[src/design/dtfp_pkg.sv]
package dtfp_pkg;

  localparam int FRAC_DIGITS_DEFAULT = 4;
  localparam int FRAC_DIGITS_MAX     = 9;
  localparam int CHAR_W              = 8;
  localparam int VALUE_W             = 63;
  localparam int DEC_W               = 4;
  localparam int POW10_W             = 30;

  localparam logic [VALUE_W-1:0] VALUE_MAX = {VALUE_W{1'b1}};
  localparam logic [DEC_W-1:0]   DEC_CAP   = {DEC_W{1'b1}};

  localparam logic [CHAR_W-1:0] CHAR_DOT  = 8'h2E;
  localparam logic [CHAR_W-1:0] CHAR_ZERO = 8'h30;
  localparam logic [CHAR_W-1:0] CHAR_NINE = 8'h39;

  // Finished text handed from the parser to the scaling pipeline.
  typedef struct packed {
    logic [VALUE_W-1:0] acc;
    logic [DEC_W-1:0]   scale_exp;
    logic               fault;
  } parse_res_t;

  function automatic logic [POW10_W-1:0] pow10(input logic [DEC_W-1:0] k);
    logic [POW10_W-1:0] p;
    case (k)
      4'd0:    p = 30'd1;
      4'd1:    p = 30'd10;
      4'd2:    p = 30'd100;
      4'd3:    p = 30'd1000;
      4'd4:    p = 30'd10000;
      4'd5:    p = 30'd100000;
      4'd6:    p = 30'd1000000;
      4'd7:    p = 30'd10000000;
      4'd8:    p = 30'd100000000;
      4'd9:    p = 30'd1000000000;
      default: p = 30'd1;
    endcase
    return p;
  endfunction

endpackage

[src/design/dtfp_parse.sv]
module dtfp_parse #(
  parameter int FRAC_DIGITS = dtfp_pkg::FRAC_DIGITS_DEFAULT
) (
  input  logic                            clk,
  input  logic                            rst,
  input  logic                            s_tvalid,
  output logic                            s_tready,
  input  logic [dtfp_pkg::CHAR_W-1:0]     s_tdata,
  input  logic                            s_tuser,
  input  logic                            s_tlast,
  output logic                            res_valid,
  input  logic                            res_ready,
  output dtfp_pkg::parse_res_t            res
);

  localparam logic [dtfp_pkg::DEC_W-1:0] FracLimit = dtfp_pkg::DEC_W'(FRAC_DIGITS);

  // input register
  logic                        in_valid;
  logic [dtfp_pkg::CHAR_W-1:0] in_char;
  logic                        in_has;
  logic                        in_last;

  // text state
  logic [dtfp_pkg::VALUE_W-1:0] acc;
  logic                         dot_seen;
  logic [dtfp_pkg::DEC_W-1:0]   dec_seen;
  logic                         fault;
  logic                         any_char;

  logic [dtfp_pkg::VALUE_W-1:0] acc_next;
  logic                         dot_seen_next;
  logic [dtfp_pkg::DEC_W-1:0]   dec_seen_next;
  logic                         fault_next;
  logic                         any_char_next;

  logic                         is_dot;
  logic                         is_digit;
  logic [dtfp_pkg::DEC_W-1:0]   digit;
  logic [dtfp_pkg::VALUE_W+3:0] acc_wide;
  logic                         fire;
  logic                         end_fault;

  assign fire     = in_valid && (!in_last || !res_valid || res_ready);
  assign s_tready = !in_valid || fire;

  assign is_dot   = in_char == dtfp_pkg::CHAR_DOT;
  assign is_digit = (in_char >= dtfp_pkg::CHAR_ZERO) && (in_char <= dtfp_pkg::CHAR_NINE);
  assign digit    = dtfp_pkg::DEC_W'(in_char - dtfp_pkg::CHAR_ZERO);

  // acc * 10 + digit, four guard bits show an overflow past the 63-bit range
  assign acc_wide = ({4'b0, acc} << 3) + ({4'b0, acc} << 1)
                  + (dtfp_pkg::VALUE_W + 4)'(digit);

  always_comb begin
    acc_next      = acc;
    dot_seen_next = dot_seen;
    dec_seen_next = dec_seen;
    fault_next    = fault;
    any_char_next = any_char;
    if (in_has) begin
      any_char_next = 1'b1;
      if (is_dot) begin
        if (dot_seen) begin
          fault_next = 1'b1;
        end
        dot_seen_next = 1'b1;
      end else if (!is_digit) begin
        fault_next = 1'b1;
      end else begin
        if (acc_wide[dtfp_pkg::VALUE_W+3:dtfp_pkg::VALUE_W] != 4'b0) begin
          acc_next = dtfp_pkg::VALUE_MAX;
        end else begin
          acc_next = acc_wide[dtfp_pkg::VALUE_W-1:0];
        end
        if (dot_seen) begin
          if (dec_seen != dtfp_pkg::DEC_CAP) begin
            dec_seen_next = dec_seen + 1'b1;
          end
          if (dec_seen_next > FracLimit) begin
            fault_next = 1'b1;
          end
        end
      end
    end
  end

  assign end_fault = fault_next || !any_char_next;

  always_ff @(posedge clk) begin
    if (rst) begin
      in_valid <= 1'b0;
    end else if (s_tready) begin
      in_valid <= s_tvalid;
    end
    if (s_tready && s_tvalid) begin
      in_char <= s_tdata;
      in_has  <= s_tuser;
      in_last <= s_tlast;
    end
  end

  always_ff @(posedge clk) begin
    if (rst || (fire && in_last)) begin
      acc      <= '0;
      dot_seen <= 1'b0;
      dec_seen <= '0;
      fault    <= 1'b0;
      any_char <= 1'b0;
    end else if (fire) begin
      acc      <= acc_next;
      dot_seen <= dot_seen_next;
      dec_seen <= dec_seen_next;
      fault    <= fault_next;
      any_char <= any_char_next;
    end
  end

  always_ff @(posedge clk) begin
    if (rst) begin
      res_valid <= 1'b0;
    end else if (fire && in_last) begin
      res_valid <= 1'b1;
    end else if (res_ready) begin
      res_valid <= 1'b0;
    end
    if (fire && in_last) begin
      res.acc       <= acc_next;
      res.fault     <= end_fault;
      // The fault path covers every case where the count exceeds the limit.
      res.scale_exp <= end_fault ? '0 : FracLimit - dec_seen_next;
    end
  end

endmodule

[src/design/dtfp_scale.sv]
module dtfp_scale #(
  parameter int FRAC_DIGITS = dtfp_pkg::FRAC_DIGITS_DEFAULT
) (
  input  logic                 clk,
  input  logic                 rst,
  input  logic                 res_valid,
  output logic                 res_ready,
  input  dtfp_pkg::parse_res_t res,
  output logic                 m_tvalid,
  input  logic                 m_tready,
  output logic [63:0]          m_tdata,
  output logic                 m_tuser
);

  localparam longint ScaleMax = 64'(10 ** FRAC_DIGITS);
  localparam int     ScaleW   = $clog2(ScaleMax + 1);
  localparam int     LoW      = 32;
  localparam int     HiW      = dtfp_pkg::VALUE_W - LoW;
  localparam int     SumW     = dtfp_pkg::VALUE_W + ScaleW + 1;

  logic [ScaleW-1:0]     scale;
  logic [LoW+ScaleW-1:0] p_lo;
  logic [HiW+ScaleW-1:0] p_hi;
  logic                  prod_bad;
  logic                  prod_valid;
  logic [SumW-1:0]       total;
  logic                  out_free;
  logic                  prod_free;
  logic [dtfp_pkg::VALUE_W-1:0] value_next;

  assign out_free  = !m_tvalid || m_tready;
  assign prod_free = !prod_valid || out_free;
  assign res_ready = prod_free;

  assign scale = ScaleW'(dtfp_pkg::pow10(res.scale_exp));

  // Two narrow partial products instead of one 63-bit multiply.
  always_ff @(posedge clk) begin
    if (rst) begin
      prod_valid <= 1'b0;
    end else if (prod_free) begin
      prod_valid <= res_valid;
    end
    if (prod_free && res_valid) begin
      p_lo     <= (LoW + ScaleW)'(res.acc[LoW-1:0]) * (LoW + ScaleW)'(scale);
      p_hi     <= (HiW + ScaleW)'(res.acc[dtfp_pkg::VALUE_W-1:LoW]) * (HiW + ScaleW)'(scale);
      prod_bad <= res.fault;
    end
  end

  assign total = (SumW'(p_hi) << LoW) + SumW'(p_lo);

  always_comb begin
    if (prod_bad) begin
      value_next = '0;
    end else if (total[SumW-1:dtfp_pkg::VALUE_W] != '0) begin
      value_next = dtfp_pkg::VALUE_MAX;
    end else begin
      value_next = total[dtfp_pkg::VALUE_W-1:0];
    end
  end

  always_ff @(posedge clk) begin
    if (rst) begin
      m_tvalid <= 1'b0;
    end else if (out_free) begin
      m_tvalid <= prod_valid;
    end
    if (out_free && prod_valid) begin
      m_tdata <= {1'b0, value_next};
      m_tuser <= prod_bad;
    end
  end

endmodule

[src/design/decimal_text_to_fixed_point_top.sv]
// Channel  | Data                                  | Side info
// ---------+---------------------------------------+------------------------------
// s_*      | tdata[7:0] character                  | tuser[0] has_char, tlast last
// m_*      | tdata[62:0] value, tdata[63] zero     | tuser[0] bad_text
//
// One character request is taken per cycle unless a tlast request waits for a held result.
// The request that carries tlast passes the input register, digit accumulate, a split 32-bit
// partial-product multiply by the final power of ten, then the saturating sum.
// The output register holds a stalled result while characters keep flowing in.
// Reset is synchronous; it empties every stage and clears the text state.
module decimal_text_to_fixed_point_top #(
  parameter int FRAC_DIGITS = dtfp_pkg::FRAC_DIGITS_DEFAULT
) (
  input  logic                        clk,
  input  logic                        rst,
  input  logic                        s_tvalid,
  output logic                        s_tready,
  input  logic [dtfp_pkg::CHAR_W-1:0] s_tdata,   // [7:0] character
  input  logic                        s_tuser,   // [0] has_char
  input  logic                        s_tlast,
  output logic                        m_tvalid,
  input  logic                        m_tready,
  output logic [63:0]                 m_tdata,   // [62:0] value, [63] zero
  output logic                        m_tuser    // [0] bad_text
);

  dtfp_pkg::parse_res_t res;
  logic                 res_valid;
  logic                 res_ready;

  dtfp_parse #(
    .FRAC_DIGITS(FRAC_DIGITS)
  ) u_parse (
    .clk      (clk),
    .rst      (rst),
    .s_tvalid (s_tvalid),
    .s_tready (s_tready),
    .s_tdata  (s_tdata),
    .s_tuser  (s_tuser),
    .s_tlast  (s_tlast),
    .res_valid(res_valid),
    .res_ready(res_ready),
    .res      (res)
  );

  dtfp_scale #(
    .FRAC_DIGITS(FRAC_DIGITS)
  ) u_scale (
    .clk      (clk),
    .rst      (rst),
    .res_valid(res_valid),
    .res_ready(res_ready),
    .res      (res),
    .m_tvalid (m_tvalid),
    .m_tready (m_tready),
    .m_tdata  (m_tdata),
    .m_tuser  (m_tuser)
  );

endmodule

[config.mk]
export PLATFORM = sky130hd
export DESIGN_NAME = decimal_text_to_fixed_point_top
export DESIGN_NICKNAME = d
export VERILOG_FILES = /design/src/design/dtfp_pkg.sv /design/src/design/dtfp_parse.sv /design/src/design/dtfp_scale.sv /design/src/design/decimal_text_to_fixed_point_top.sv
export SDC_FILE = /design/constraint.sdc
export NUM_CORES = 2
export LEC_CHECK = 0
export ABC_CLOCK_PERIOD_IN_PS = 9600
export BUFFER_PORTS_ARGS = -buffer_cell sky130_fd_sc_hd__buf_4
export CELL_PAD_IN_SITES_DETAIL_PLACEMENT = 1
export CELL_PAD_IN_SITES_GLOBAL_PLACEMENT = 1
export CORE_AREA = 2 2 304 306
export DETAILED_ROUTE_END_ITERATION = 8
export DIE_AREA = 0 0 306 308
export PLACE_DENSITY_LB_ADDON = 0.1
export SYNTH_ARGS = -nofsm -noshare
export SYNTH_HDL_FRONTEND = slang
export SYNTH_HIERARCHICAL = 1
export SYNTH_SLANG_ARGS = --single-unit
[constraint.sdc]
create_clock -name clk -period 9.6 [get_ports clk]
set_clock_uncertainty 0.1 [all_clocks]
set_input_delay 0.48 -clock clk [delete_from_list [all_inputs] [get_ports clk]]
set_output_delay 0.48 -clock clk [all_outputs]
set_load 0.02 [all_outputs]
Word level (Yosys, flattened, before mapping)
Memory sizes are Yosys's and may differ from the RTL's. A register that Yosys moved wholly into a read port is not among the register bits.
Index checks and enable logic that the tools add are counted.
W data, S select, Z words.

storage, ports and cells
  flip-flop bits (word level) = 308
  ROM bits = 480
  input bits = 14
  output and inout port bits = 67
  logic and storage cells = 82
  memories = 1

cells by class
  add/sub/neg operators = 6
  $mul = 2
  $lt $le $gt $ge = 3
  equality and inequality tests = 2
  mux-type cells = 25
  reductions and logical operators = 23

memories
  name             words  width  rd ports  clocked after memory_dff  wr ports  RTL line        text
  (no name shown)  16     30     1         1                         0         dtfp_pkg.sv:26  case (k)

operators by type and width
  operator               count
  $mux W63               5
  $add A77 B46 Y78       1
  $add A66 B64 Y67       1
  $add A67 B4 Y67        1
  $mul A32 B14 Y46       1
  $mul A31 B14 Y45       1
  $mux W4                11
  $reduce_bool A15 Y1    1
  $mux W1                9
  $eq A8 B6 Y1 const B   1
  $ge A8 B6 Y1 const B   1
  $le A8 B6 Y1 const B   1
  $logic_or A1 B1 Y1     7
  $logic_and A1 B1 Y1    6
  $logic_not A1 Y1       6
  $add A4 B1 Y4 const B  1
  $gt A4 B3 Y1 const B   1
  $ne A4 B4 Y1 const B   1
  $reduce_bool A4 Y1     1
  $sub A3 B4 Y4 const A  1
  $sub A4 B1 Y4 const B  1
  $reduce_and A3 Y1      1
  $reduce_bool A2 Y1     1

Longest topological paths before layout
  depth after elaboration = 15
  depth in mapped cells = 30
  gate-level depth less buffers = 26

Modules after synthesis
The synthesis kept the hierarchy.

modules (own cells, without submodules)
  module      instances  cells an instance  area an instance (sq um)  sequential area each (sq um)
  dtfp_scale  1          3760               34887.2                   4724.5
  dtfp_parse  1          1126               10388.7                   3783.6

Least setup slack after synthesis
OpenSTA, ideal clock, no wires.

  path type = reg2reg
  start = register, netlist name u_parse/res[1]
  end = register u_scale.p_lo[38] (data pin)
  library setup time = 0.263 ns
  arrival time = 7.363 ns
  required time = 9.237 ns
  slack = 1.875 ns
  cell stages (with the launch flop) = 26
  path buffers = 2
  clock period less this slack = 7.725 ns
  path through = edfxtp_1 > buf_2 > clkinv_1 > nor4b_1 > o21bai_1 > clkbuf_1 > nand2_1 > fa_1 > inv_1 > fa_1 > fa_1 > fa_1 > fa_1 > inv_1 > fa_1 > inv_1 > ha_1 > and3_1 > nand2_1 > or2_2 > nor4_1 > nor3_1 > o31ai_1 > a21boi_0 > o21bai_1 > xor2_1

RTL lines
  element               RTL line          text
  end signal, assigned  dtfp_scale.sv:45  p_lo <= (LoW + ScaleW)'(res.acc[LoW-1:0]) * (LoW + ScaleW)'(scale);
  end, declared         dtfp_scale.sv:22  logic [LoW+ScaleW-1:0] p_lo;

==> qor.yml <==
track_usage: 0.274
fin_crit_ns: 8.71
worst_pin_slew_ns: 1.25
dr.first_iter.drc_count: 1896
dr.pass1.iters: 5
crit_type: "flop to flop"
slowest_delay_ns: 0.63
clkSlewWorstSetupHoldPaths_ns: 0.06
clock-sinks: 308
grt_util_met3: 0.0474
cts_buffer_depth: 3
rows: 111
drc: 0
antenna_found_initial: 1
hold_viol: 0
hold_class: "input port to flop"
cts-buffers-inserted: 38
yosysWarningCount: 6
die_h_um: 308
pre_cts_ws_ns: 0.892
drtAntennaViolNets: 0
post_cts_resized: 0
die_area_sq_um: 94200
synth_top_area_frac: 0.312
r2r-start: "u_parse/res[1]$_SDFFCE_PP0P_"
drv_cap: 0
drive_above_1_share: 0.0684
fmax_ghz: 0.115
tns_ns: 0
rsz0062_at_grt: "false"
yosysMostFrequentCell: "inv_1"
met2_usage: 0.438
grt_pass1_vias: 37100
syn_area_sq_um: 45300
maxSlewViolCount: 0
maxSlewHeadroom: 0.162
grt_start_max_net_pins: 72
finalSetupViolCount: 0
async_flop_share: 0
syn-num-nets: 5965
crit_path_start_kind: "flop"
synth-edff-count: 234
ys_top_cells_by_count: "inv_1, fa_1, nand2_1"
utilization: 0.529
synthDistinctLibCells: 93
grt_pass1_wl_um: 204000
crit_path_frequent_cell: "fa_1"
critPathLaunch: "u_parse/res[1]$_SDFFCE_PP0P_"
muxShareOfSynthArea: 0.00271
synth_xor_area_frac: 0.0348
critPathRequiredTime_ns: 9.83
total_power_mw: 3.76
port-buffer-count: 79
netlist_instances: 4886
grt_busiest_layer: "met2"
grtUsageMet1: 0.393
fill_cells: 10400
htreeDepth: 2
cts_hold_buf: 10
clk_latency_ns: 0.59
r2r_setup_slack_ns: 0.89
register_area_sq_um: 8510
arrival_ns: 8.94
initial_core_util: 0.498
irDropWorstVdd_mv: 0.143
cts_setup_buffers: 0
ios: 81
leakagePower_nw: 22.5
via_count: 33500
slowest_stage: "o31ai_1"
area_growth_pct: 6.27
seq_area_frac_synth: 0.188
synth_ff_type: "edfxtp_1"
power_density_nw_per_um2: 78.1
core_sq_um: 91000
r2r-end: "u_scale/p_lo[38]$_DFFE_PP_"
synth_area_leaders: "fa_1, edfxtp_1, ha_1, inv_1, and2_1"
synth_adder_area_share: 0.411
die_w_um: 306
yosys.area.top_type: "fa_1"
ys_seq_elements: 308
crit_path_end: "u_scale/p_lo[38]$_DFFE_PP_"
period_share: 0.908
syn_area_per_cell_sq_um: 9.27
cts_tree: "yes"
end_kind: "flop"
place_hpwl_um: 97500
crit_chain: "clkinv_1 > nor4b_2 > o21bai_4 > buf_4 > nand2_1 > fa_1 > inv_1 > fa_1 > fa_1 > fa_1 > fa_1 > inv_1 > fa_1 > inv_1 > ha_1 > nand4_1 > or2_2 > nor4_1 > nor3_1 > o31ai_1 > a21boi_0 > o21bai_1 > xor2_1"
crit_fanout: 28
drt-vias-per-instance: 5.55
final_net_count: 5902
multi_input_area_sq_um: 32700
fin_ws_ns: 0.885
outcome: "finished, final reports clean"
yosys.area_share.simple: 0.161
grt_overflow: 0
cts_root_buffer: "clkbuf_16"
rr_worst_depth: 23
synth_compound_area_frac: 0.110
post_drt_wl_per_cell_um: 20.8
gp_congestion: 0.866
synth_top_family_by_area: "adder cells"
wirelength_um: 125000
## layer usage
metal	share of wire	wire [um]
met5	0.00010	13
met4	0.017	2180
met3	0.057	7110
met2	0.45	56900
met1	0.47	59200
## through the flow
stage / hold WS [ns] / cells / cell area [sq um]
2_1_floorplan: 0.300 / 4886 / 45300
3_3_place_gp: 0.354 / 5959 / 46800
3_5_place_dp: 0.359 / 5959 / 46800
4_1_cts: 0.0396 / 6037 / 48100
5_1_grt: 0.0508 / 6037 / 48100
6_report: 0.0697 / 6038 / 48100
## worst max-delay path, delay by kind of cell, from the launching register on
kind	cells	cell delay, ns
xor+xnor	1	0.09
compound gates	4	1.49
fa+ha+maj	7	3.43
flops	1	0.61
simple gates	6	1.63
buf+inv	5	1.06
## worst min path at each step
stage	start	to	slack [ns]	depth (start not counted)
finish	rst	u_scale/m_tvalid$_SDFFE_PP0P_	0.07	2
global route	rst	u_scale/m_tvalid$_SDFFE_PP0P_	0.05	2
CTS	s_tvalid	u_parse/in_valid$_SDFFE_PP0N_	0.04	3
detailed placement	u_parse/fault$_SDFFE_PP0P_	u_parse/fault$_SDFFE_PP0P_	0.36	1
global placement	u_parse/fault$_SDFFE_PP0P_	u_parse/fault$_SDFFE_PP0P_	0.35	1
floorplan	u_parse/res[0]$_DFFE_PP_	u_scale/prod_bad$_DFFE_PP_	0.30	0
## layout make-up
cell class                 count  share of cell area
clock buffer                  42              0.0203
tap                         1186              0.0308
multi-input combinational   3519               0.680
sequential                   308               0.177
inverter                     826              0.0644
antenna                        1           0.0000520
clock inverter                26             0.00575
timing repair buffer         130              0.0218
## power by group
part	total [mW]	internal [mW]	switching, mW
sequential	1.51	1.47	0.0377
clock	1.46	0.852	0.606
combinational	0.791	0.293	0.498
## cells by family (layout without fill, tap and decap cells)
group                    after synthesis  in the layout
AND/OR/NAND/NOR                     1476           1476
adder cells (fa/ha/maj)             1065           1065
buffers and inverters               1059           1024
AO/OA/AOI/OAI                        785            785
flip-flops                           308            308
XOR/XNOR                             180            180
multiplexers                          12             12
other                                  1              2
## cell usage in the layout (no fill, tap or decap), types with 15 or more instances in the layout
cell type    n
o21bai_1    29
xnor2_1    113
buf_4      116
nor2_1     177
a211oi_1    15
nor3_1      36
nand3_1     45
xor2_1      67
and3_1      28
edfxtp_1   234
nand2b_1    23
o21ai_0    165
o21a_1      25
a21oi_2     92
dfxtp_1     74
nand2_1    612
fa_1       705
clkbuf_16   38
a21o_1      69
inv_1      825
and2_1     419
nand4_1     43
a21oi_1    273
ha_1       360
## state kept, by name, summed over array words and instances, names as in the netlist, 4 cells and up
name	cells
u_parse/in_char	8
u_scale/m_tdata	63
u_parse/acc	63
u_scale/p_hi	45
u_parse/dec_seen	4
u_parse/res	68
u_scale/p_lo	46
Note: power is estimated with default switching activity, not from simulation.
